<file path="src/rtl/height_lattice_metropolis_site_defines.svh">
// Assertion helpers for the checks in this block.
// Each takes a label, a condition, a consequence and a message.
// The enclosing module supplies clk and arst_n.
`ifndef HEIGHT_LATTICE_METROPOLIS_SITE_DEFINES_SVH
`define HEIGHT_LATTICE_METROPOLIS_SITE_DEFINES_SVH

// Consequence holds in the same cycle
`define HLMS_ASSERT_SAME(lbl, pre, post, msg) \
	lbl: assert property (@(posedge clk) disable iff (!arst_n) (pre) |-> (post)) \
		else $error(msg);

// Consequence holds in the following cycle
`define HLMS_ASSERT_NEXT(lbl, pre, post, msg) \
	lbl: assert property (@(posedge clk) disable iff (!arst_n) (pre) |=> (post)) \
		else $error(msg);

`endif

</file>
<file path="src/rtl/hlms_pkg.sv">
package hlms_pkg;

	// Fixed field widths
	localparam int SITE_W     = 12;
	localparam int HEIGHT_W   = 16;
	localparam int UNIFORM_W  = 32;
	localparam int COUPLING_W = 16;
	localparam int LOOP_W     = 5;
	localparam int CFG_IDX_W  = 2;
	localparam int CFG_DATA_W = 16;
	localparam int EXP_N_W    = 17;

	// Operation codes
	localparam logic [1:0] OP_WRITE  = 2'd0;
	localparam logic [1:0] OP_READ   = 2'd1;
	localparam logic [1:0] OP_UPDATE = 2'd2;

	// Register indexes
	localparam logic [CFG_IDX_W-1:0] CFG_COUPLING  = 2'd0;
	localparam logic [CFG_IDX_W-1:0] CFG_LOOP_X    = 2'd1;
	localparam logic [CFG_IDX_W-1:0] CFG_LOOP_TIME = 2'd2;

	// Reset value of the coupling, 1.0 in Q4.12
	localparam logic [COUPLING_W-1:0] COUPLING_RESET = 16'd4096;

	// Exponential series terms, then the squarings
	localparam logic [4:0] TERM_T2   = 5'd0;
	localparam logic [4:0] TERM_T3   = 5'd1;
	localparam logic [4:0] TERM_T4   = 5'd2;
	localparam logic [4:0] TERM_T5   = 5'd3;
	localparam logic [4:0] TERM_LAST = 5'd20;

	// Gather slot of the center site
	localparam logic [2:0] IDX_CENTER = 3'd0;
	localparam logic [2:0] IDX_LAST   = 3'd6;

	typedef enum logic [3:0] {
		ST_IDLE,
		ST_DISPATCH,
		ST_DEC,
		ST_GATHER,
		ST_K,
		ST_N,
		ST_DECIDE,
		ST_EXP,
		ST_WB,
		ST_WRITE,
		ST_RESP
	} ctrl_state_t;

	typedef enum logic [1:0] {
		ES_IDLE,
		ES_MUL,
		ES_DIV,
		ES_DONE
	} exp_state_t;

	typedef struct packed {
		logic       load;
		logic       issue;
		logic [2:0] idx;
		logic       calc_k;
		logic       calc_n;
		logic       exp_start;
		logic       we;
		logic       wb;
		logic       res_load;
	} cmd_t;

	typedef struct packed {
		logic oob;
		logic op_write;
		logic op_update;
		logic hp_ok;
		logic n_le0;
		logic n_big;
		logic exp_done;
		logic below;
	} status_t;

endpackage

</file>
<file path="src/rtl/hlms_ctrl.sv">
module hlms_ctrl (
	input  logic              clk,
	input  logic              arst_n,
	input  logic              req_valid,
	output logic              req_ready,
	output logic              res_valid,
	input  logic              res_ready,
	input  hlms_pkg::status_t status,
	output hlms_pkg::cmd_t    cmd
);

	hlms_pkg::ctrl_state_t state_q, state_d;
	logic [3:0] cnt_q, cnt_d;
	logic       out_vld_q;

	// state, step counter and result valid
	always_ff @(posedge clk or negedge arst_n) begin
		if (!arst_n) begin
			state_q   <= hlms_pkg::ST_IDLE;
			cnt_q     <= '0;
			out_vld_q <= 1'b0;
		end else begin
			state_q <= state_d;
			cnt_q   <= cnt_d;
			if (cmd.res_load) begin
				out_vld_q <= 1'b1;
			end else if (res_ready) begin
				out_vld_q <= 1'b0;
			end
		end
	end

	assign res_valid = out_vld_q;
	assign req_ready = (state_q == hlms_pkg::ST_IDLE);

	// next state and commands
	always_comb begin
		state_d = state_q;
		cnt_d   = cnt_q;
		cmd     = '0;
		case (state_q)
			hlms_pkg::ST_IDLE: begin
				if (req_valid) begin
					cmd.load = 1'b1;
					state_d  = hlms_pkg::ST_DISPATCH;
				end
			end
			hlms_pkg::ST_DISPATCH: begin
				cnt_d = '0;
				if (status.oob) begin
					state_d = hlms_pkg::ST_RESP;
				end else if (status.op_write) begin
					state_d = hlms_pkg::ST_WRITE;
				end else if (status.op_update) begin
					state_d = hlms_pkg::ST_DEC;
				end else begin
					state_d = hlms_pkg::ST_GATHER;
				end
			end
			// wait for the coordinate split pipeline
			hlms_pkg::ST_DEC: begin
				cnt_d = cnt_q + 4'd1;
				if (cnt_q == 4'd3) begin
					cnt_d   = '0;
					state_d = hlms_pkg::ST_GATHER;
				end
			end
			// center first, then six neighbors; a read takes the center only
			hlms_pkg::ST_GATHER: begin
				cmd.idx = cnt_q[2:0];
				cnt_d   = cnt_q + 4'd1;
				if (status.op_update) begin
					cmd.issue = (cnt_q <= {1'b0, hlms_pkg::IDX_LAST});
					if (cnt_q == 4'd8) begin
						state_d = hlms_pkg::ST_K;
					end
				end else begin
					cmd.issue = (cnt_q == 4'd0);
					if (cnt_q == 4'd2) begin
						state_d = hlms_pkg::ST_RESP;
					end
				end
			end
			hlms_pkg::ST_K: begin
				cmd.calc_k = 1'b1;
				state_d    = hlms_pkg::ST_N;
			end
			hlms_pkg::ST_N: begin
				cmd.calc_n = 1'b1;
				state_d    = hlms_pkg::ST_DECIDE;
			end
			hlms_pkg::ST_DECIDE: begin
				if (!status.hp_ok || status.n_big) begin
					state_d = hlms_pkg::ST_RESP;
				end else if (status.n_le0) begin
					state_d = hlms_pkg::ST_WB;
				end else begin
					cmd.exp_start = 1'b1;
					state_d       = hlms_pkg::ST_EXP;
				end
			end
			hlms_pkg::ST_EXP: begin
				if (status.exp_done) begin
					state_d = status.below ? hlms_pkg::ST_WB : hlms_pkg::ST_RESP;
				end
			end
			hlms_pkg::ST_WB: begin
				cmd.we  = 1'b1;
				cmd.wb  = 1'b1;
				state_d = hlms_pkg::ST_RESP;
			end
			hlms_pkg::ST_WRITE: begin
				cmd.we  = 1'b1;
				state_d = hlms_pkg::ST_RESP;
			end
			hlms_pkg::ST_RESP: begin
				if (!out_vld_q || res_ready) begin
					cmd.res_load = 1'b1;
					state_d      = hlms_pkg::ST_IDLE;
				end
			end
			default: begin
				state_d = hlms_pkg::ST_IDLE;
			end
		endcase
	end

endmodule

</file>
<file path="config.mk">
export PLATFORM = sky130hd
export DESIGN_NAME = hlms_ctrl
export DESIGN_NICKNAME = d
export VERILOG_FILES = /design/src/rtl/height_lattice_metropolis_site_defines.svh /design/src/rtl/hlms_pkg.sv /design/src/rtl/hlms_ctrl.sv
export SDC_FILE = /design/constraint.sdc
export NUM_CORES = 1
export LEC_CHECK = 0
export BUFFER_PORTS_ARGS = -buffer_cell sky130_fd_sc_hd__buf_2
export CAP_MARGIN = 40
export CORE_ASPECT_RATIO = 1.75
export CORE_UTILIZATION = 30
export DETAILED_ROUTE_END_ITERATION = 7
export PLACE_DENSITY_LB_ADDON = 0.1
export SETUP_SLACK_MARGIN = 0.05
export SLEW_MARGIN = 25
export SYNTH_ARGS = -nofsm -noshare
export SYNTH_HDL_FRONTEND = slang
export SYNTH_SLANG_ARGS = --single-unit
</file>
<file path="constraint.sdc">
create_clock -name clk -period 1.85 [get_ports clk]
set_input_delay 0.37 -clock clk [delete_from_list [all_inputs] [get_ports clk]]
set_output_delay 0.37 -clock clk [all_outputs]
set_load 0.01 [all_outputs]
</file>
== Word level (Yosys, flattened, before mapping) ==
Cells that the tools add are included.
Cells by class
  magnitude comparators: 1
  equality and inequality tests: 19
  muxes and demuxes: 31
  $add $sub $neg: 1
  reduce and logical (&&, ||, !) cells: 10
Operators by type and width (count)
  4-bit 2-to-1 mux: 13
  4-bit case mux with 10 select lines: 1
  4-bit by 2-bit == test with 1-bit output (second input constant): 4
  4-bit by 3-bit == test with 1-bit output (second input constant): 4
  4-bit == test (second input constant): 4
  1-bit 2-to-1 mux: 15
  4-bit case mux with 3 select lines: 1
  4-bit logical NOT: 2
  2-bit inequality test (second input constant): 4
  3-bit inequality test (second input constant): 2
  6-bit AND reduction: 1
  4-bit by 1-bit adder with 4-bit output (second input constant): 1
  4-bit by 1-bit == test with 1-bit output (second input constant): 1
  4-bit by 3-bit <= comparator with 1-bit output (second input constant): 1
  3-bit nonzero test: 1
  1-bit logical NOT: 2
  1-bit logical OR: 2
  2-bit 2-to-1 mux: 1
  2-bit nonzero test: 1
  2-bit OR reduction: 1
Storage, ports and cells
  register bits: 9
  input port bits: 12
  output and inout bits: 13
  logic and storage cells: 65

== Longest topological paths before layout ==
  depth after elaboration: 5
  mapped depth: 7
  gate-level depth less buffers: 7

== Worst setup path before layout ==
Ideal clock, no wire load.
  kind: reg-to-output
  from: register state_q[1]
  to: output cmd[10] (netlist name)
  required time: 1480 ps
  cell stages (with the launch flop): 5
  arrival time: 1411 ps
  setup slack: 69 ps
  buffers on the path: 2
  cell sequence: dfrtp_1 > clkbuf_8 > buf_2 > nor4_1 > and2_1
RTL lines
  from (decl): RTL line hlms_ctrl.sv:12  | hlms_pkg::ctrl_state_t state_q, state_d;
  from (signal assigned): RTL line hlms_ctrl.sv:19  | state_q <= hlms_pkg::ST_IDLE;
  from (signal assigned): RTL line hlms_ctrl.sv:23  | state_q <= state_d;
  to (decl): RTL line hlms_ctrl.sv:9  | output hlms_pkg::cmd_t cmd

==> run metrics <==
GRT Resource Usage Total 0.152; synthesized area per cell between 8 and 9 um2; syn_nets 122; Yosys warning total 0; Ports 25; FF+latch count, synth 9; Slew headroom 0.800; detailed placement HPWL 1.78 mm; PD cells 1630 nW/um2; maximum capacitance violations 0; largest cells by area after synthesis dfrtp_1 25%, ha_1 4.2%, buf_6 3.8%; fmax between 0.5 and 0.6 GHz; leak pwr about 0.56 nW; post-synth top area cell dfrtp_1; Tcrit/Tclk final 0.948; Cell Area, Synth 897 um2; fin area 1190 um2; CP endpoint kind output pin; Setup TNS Final 0 ns; Fin Clk Skew 0.00531 ns; clock-pin slew on the worst setup and hold paths ~0.040 ns; largest net degree at the start of global routing 15; CTS Buf Count 3; critical path cell sequence inv_2 > ha_4 > nor2b_4 > o22ai_2 > nor3_1 > buf_2; max incr delay on CP around 0.42 ns; TritonCTS clock tree done; Critical Path AT between 1 and 1.5 ns; antenna violations before repair 0; Mapped Cells 107; H-tree depth 1; worst-path fanout max 4; WL final 2.37 mm; Synth async-reset ratio 1.00; CP delay by family, top flip-flops; RSZ-0062 raised after global routing yes; CTS max path bufs 2; Die H 74.3 um; Initial Utilization 0.322; most instantiated cells after synthesis 9 x dfrtp_1, 8 x nand2_1, 8 x nor2_1; CP required 1.48 ns; failing checks design-rule violations; clk root buf clkbuf_8; Hold Crit Class primary input to flip-flop; number of flops mapped to enable cells by yosys 0; Primary FF master, synth dfrtp_1; Setup Viol. Count Final 0; count leader, synth dfrtp_1; crit path kind flip-flop to output pin; first-pass GRT wire length approximately 3.7 mm; final hold viol count 0; CP max-delay cell dfrtp_2; DRC errors left 2; clock sinks 9; # rows 25; register area share after synthesis 0.251; port bufs 24; gp weighted congestion 0.782; DP Area around 1000 um2; fraction of final layout cells sized beyond drive strength 1 0.462; vias per inst 5.23; Yosys top cell area share 0.251; die footprint 3220 um2; Skew-Pair Late Insertion Delay 0.24 ns; Max VDD drop between 0.5 and 0.6 mV; drt pass-1 iters 6; routed via count 889; drt initial violations 13; Pins Over Slew Limit 0; vias in the first global route 820; GRT overflow 0; CP Buf/Inv Count 2; ANT nets after route 0; Core ar. roughly 2800 um2; WL/cell between 10 and 15 um; Ant. Diodes 0; Final Critical Period roughly 1.8 ns; post-synthesis cell type count 45; # nets final ~160; Chip Width 43.3 um; Synth-to-Final Area Change 32.5%; Worst-Margin Slew 0.300 ns; status finished with violations; Startpoint Class flip-flop
worst paths after layout:
kind                           start    endpoint  slack [ns]  depth (start not counted)
setup reg to reg            cnt_q[1]  state_q[1]        0.15                          7
setup / recovery            cnt_q[1]      cmd[9]         0.1                          6
min in group asynchronous     arst_n   res_valid        0.51                          2
hold / removal             status[1]  state_q[2]        0.34                          2
max in group asynchronous     arst_n  state_q[3]        1.14                          2
hold reg to reg             cnt_q[0]    cnt_q[0]        0.62                          2
cells in the final DEF, fill, tap and decap left out, types with 2 or more instances in the layout:
cell type	synthesis	layout
inv_2	0	2
mux2i_1	2	2
o31ai_1	2	2
a21oi_1	6	6
inv_1	6	4
buf_4	2	16
o21ai_0	5	4
o211ai_1	2	2
a211o_1	2	2
nand3_1	6	6
dfrtp_2	0	5
nor4_1	3	2
nand2_1	8	8
nand2b_1	4	4
and2b_2	3	3
dfrtp_1	9	4
buf_2	2	24
clkbuf_8	1	3
nor3_1	4	4
nor3b_1	2	2
ha_1	3	2
nor2_1	8	8
stage by stage:
stage | setup WS [ns] | hold WS, ns | utilization | instances | power [mW]
global route | 0.00730 | 0.349 | 0.427 | 170 | 2.11
finish | 0.0969 | 0.336 | 0.427 | 170 | 1.94
global placement | 0.124 | 0.237 | 0.366 | 155 | 1.48
floorplan | 0.0689 | 0.0744 | - | 107 | 1.24
detailed placement | 0.130 | 0.234 | 0.366 | 155 | 1.48
CTS | 0.0563 | 0.333 | 0.388 | 160 | 1.73
power by group:
group | switching, mW | internal [mW] | leakage (nW)
Combinational | 0.648 | 0.629 | 0.431
Sequential | 0.143 | 0.287 | 0.111
Clock | 0.0797 | 0.150 | 0.0228
Total | 0.872 | 1.07 | 0.565
logic make-up (layout without fill, tap and decap cells):
family | Yosys count | count (layout) | synth area share
buffers and inverters | 15 | 51 | 0.110
muxes | 2 | 2 | 0.0223
and+or+nand+nor | 51 | 51 | 0.343
DFF | 9 | 9 | 0.251
adders and majority gates | 3 | 3 | 0.0418
AOI/OAI and AO/OA | 27 | 27 | 0.232
repair_timing:
item,in CTS,in global routing
gates cloned,0,0
endpoints found under the setup margin,8,7
gates resized for setup,5,8
hold endpoints to repair,9,0
buffers inserted,0,10
hold buffers,1,0
pin swaps,1,3
worst reg2reg max path, delay by kind of cell, from the launching register on:
kind	cells	cell delay (ns)
and+or+nand+nor	3	0.50
AOI/OAI and AO/OA	1	0.14
muxes	1	0.20
adders and majority gates	1	0.22
DFF	1	0.42
buffers and inverters	1	0.14
routing by layer:
| metal | up-vias | GRT usage | routed length, um |
|---|---|---|---|
| li1 | 461 | - | - |
| met1 | 409 | 0.162 | 916 |
| met2 | 16 | 0.291 | 1380 |
| met3 | 3 | 0.0146 | 43 |
| met4 | 0 | 0.0729 | 27 |
| met5 | - | 0 | 0 |
final cells by class:
cell class | count | area [um2]
inverter | 6 | 22.5
sequential | 9 | 231
fill | 303 | 1600
timing repair buffer | 41 | 250
multi-input combinational | 83 | 606
clock buffer | 4 | 45.0
tap | 27 | 33.8
state kept, by name, indices dropped and copies added (netlist names):
register,count
cnt_q,4
res_valid,1
state_q,4
Power figures use the tool's default switching activity.
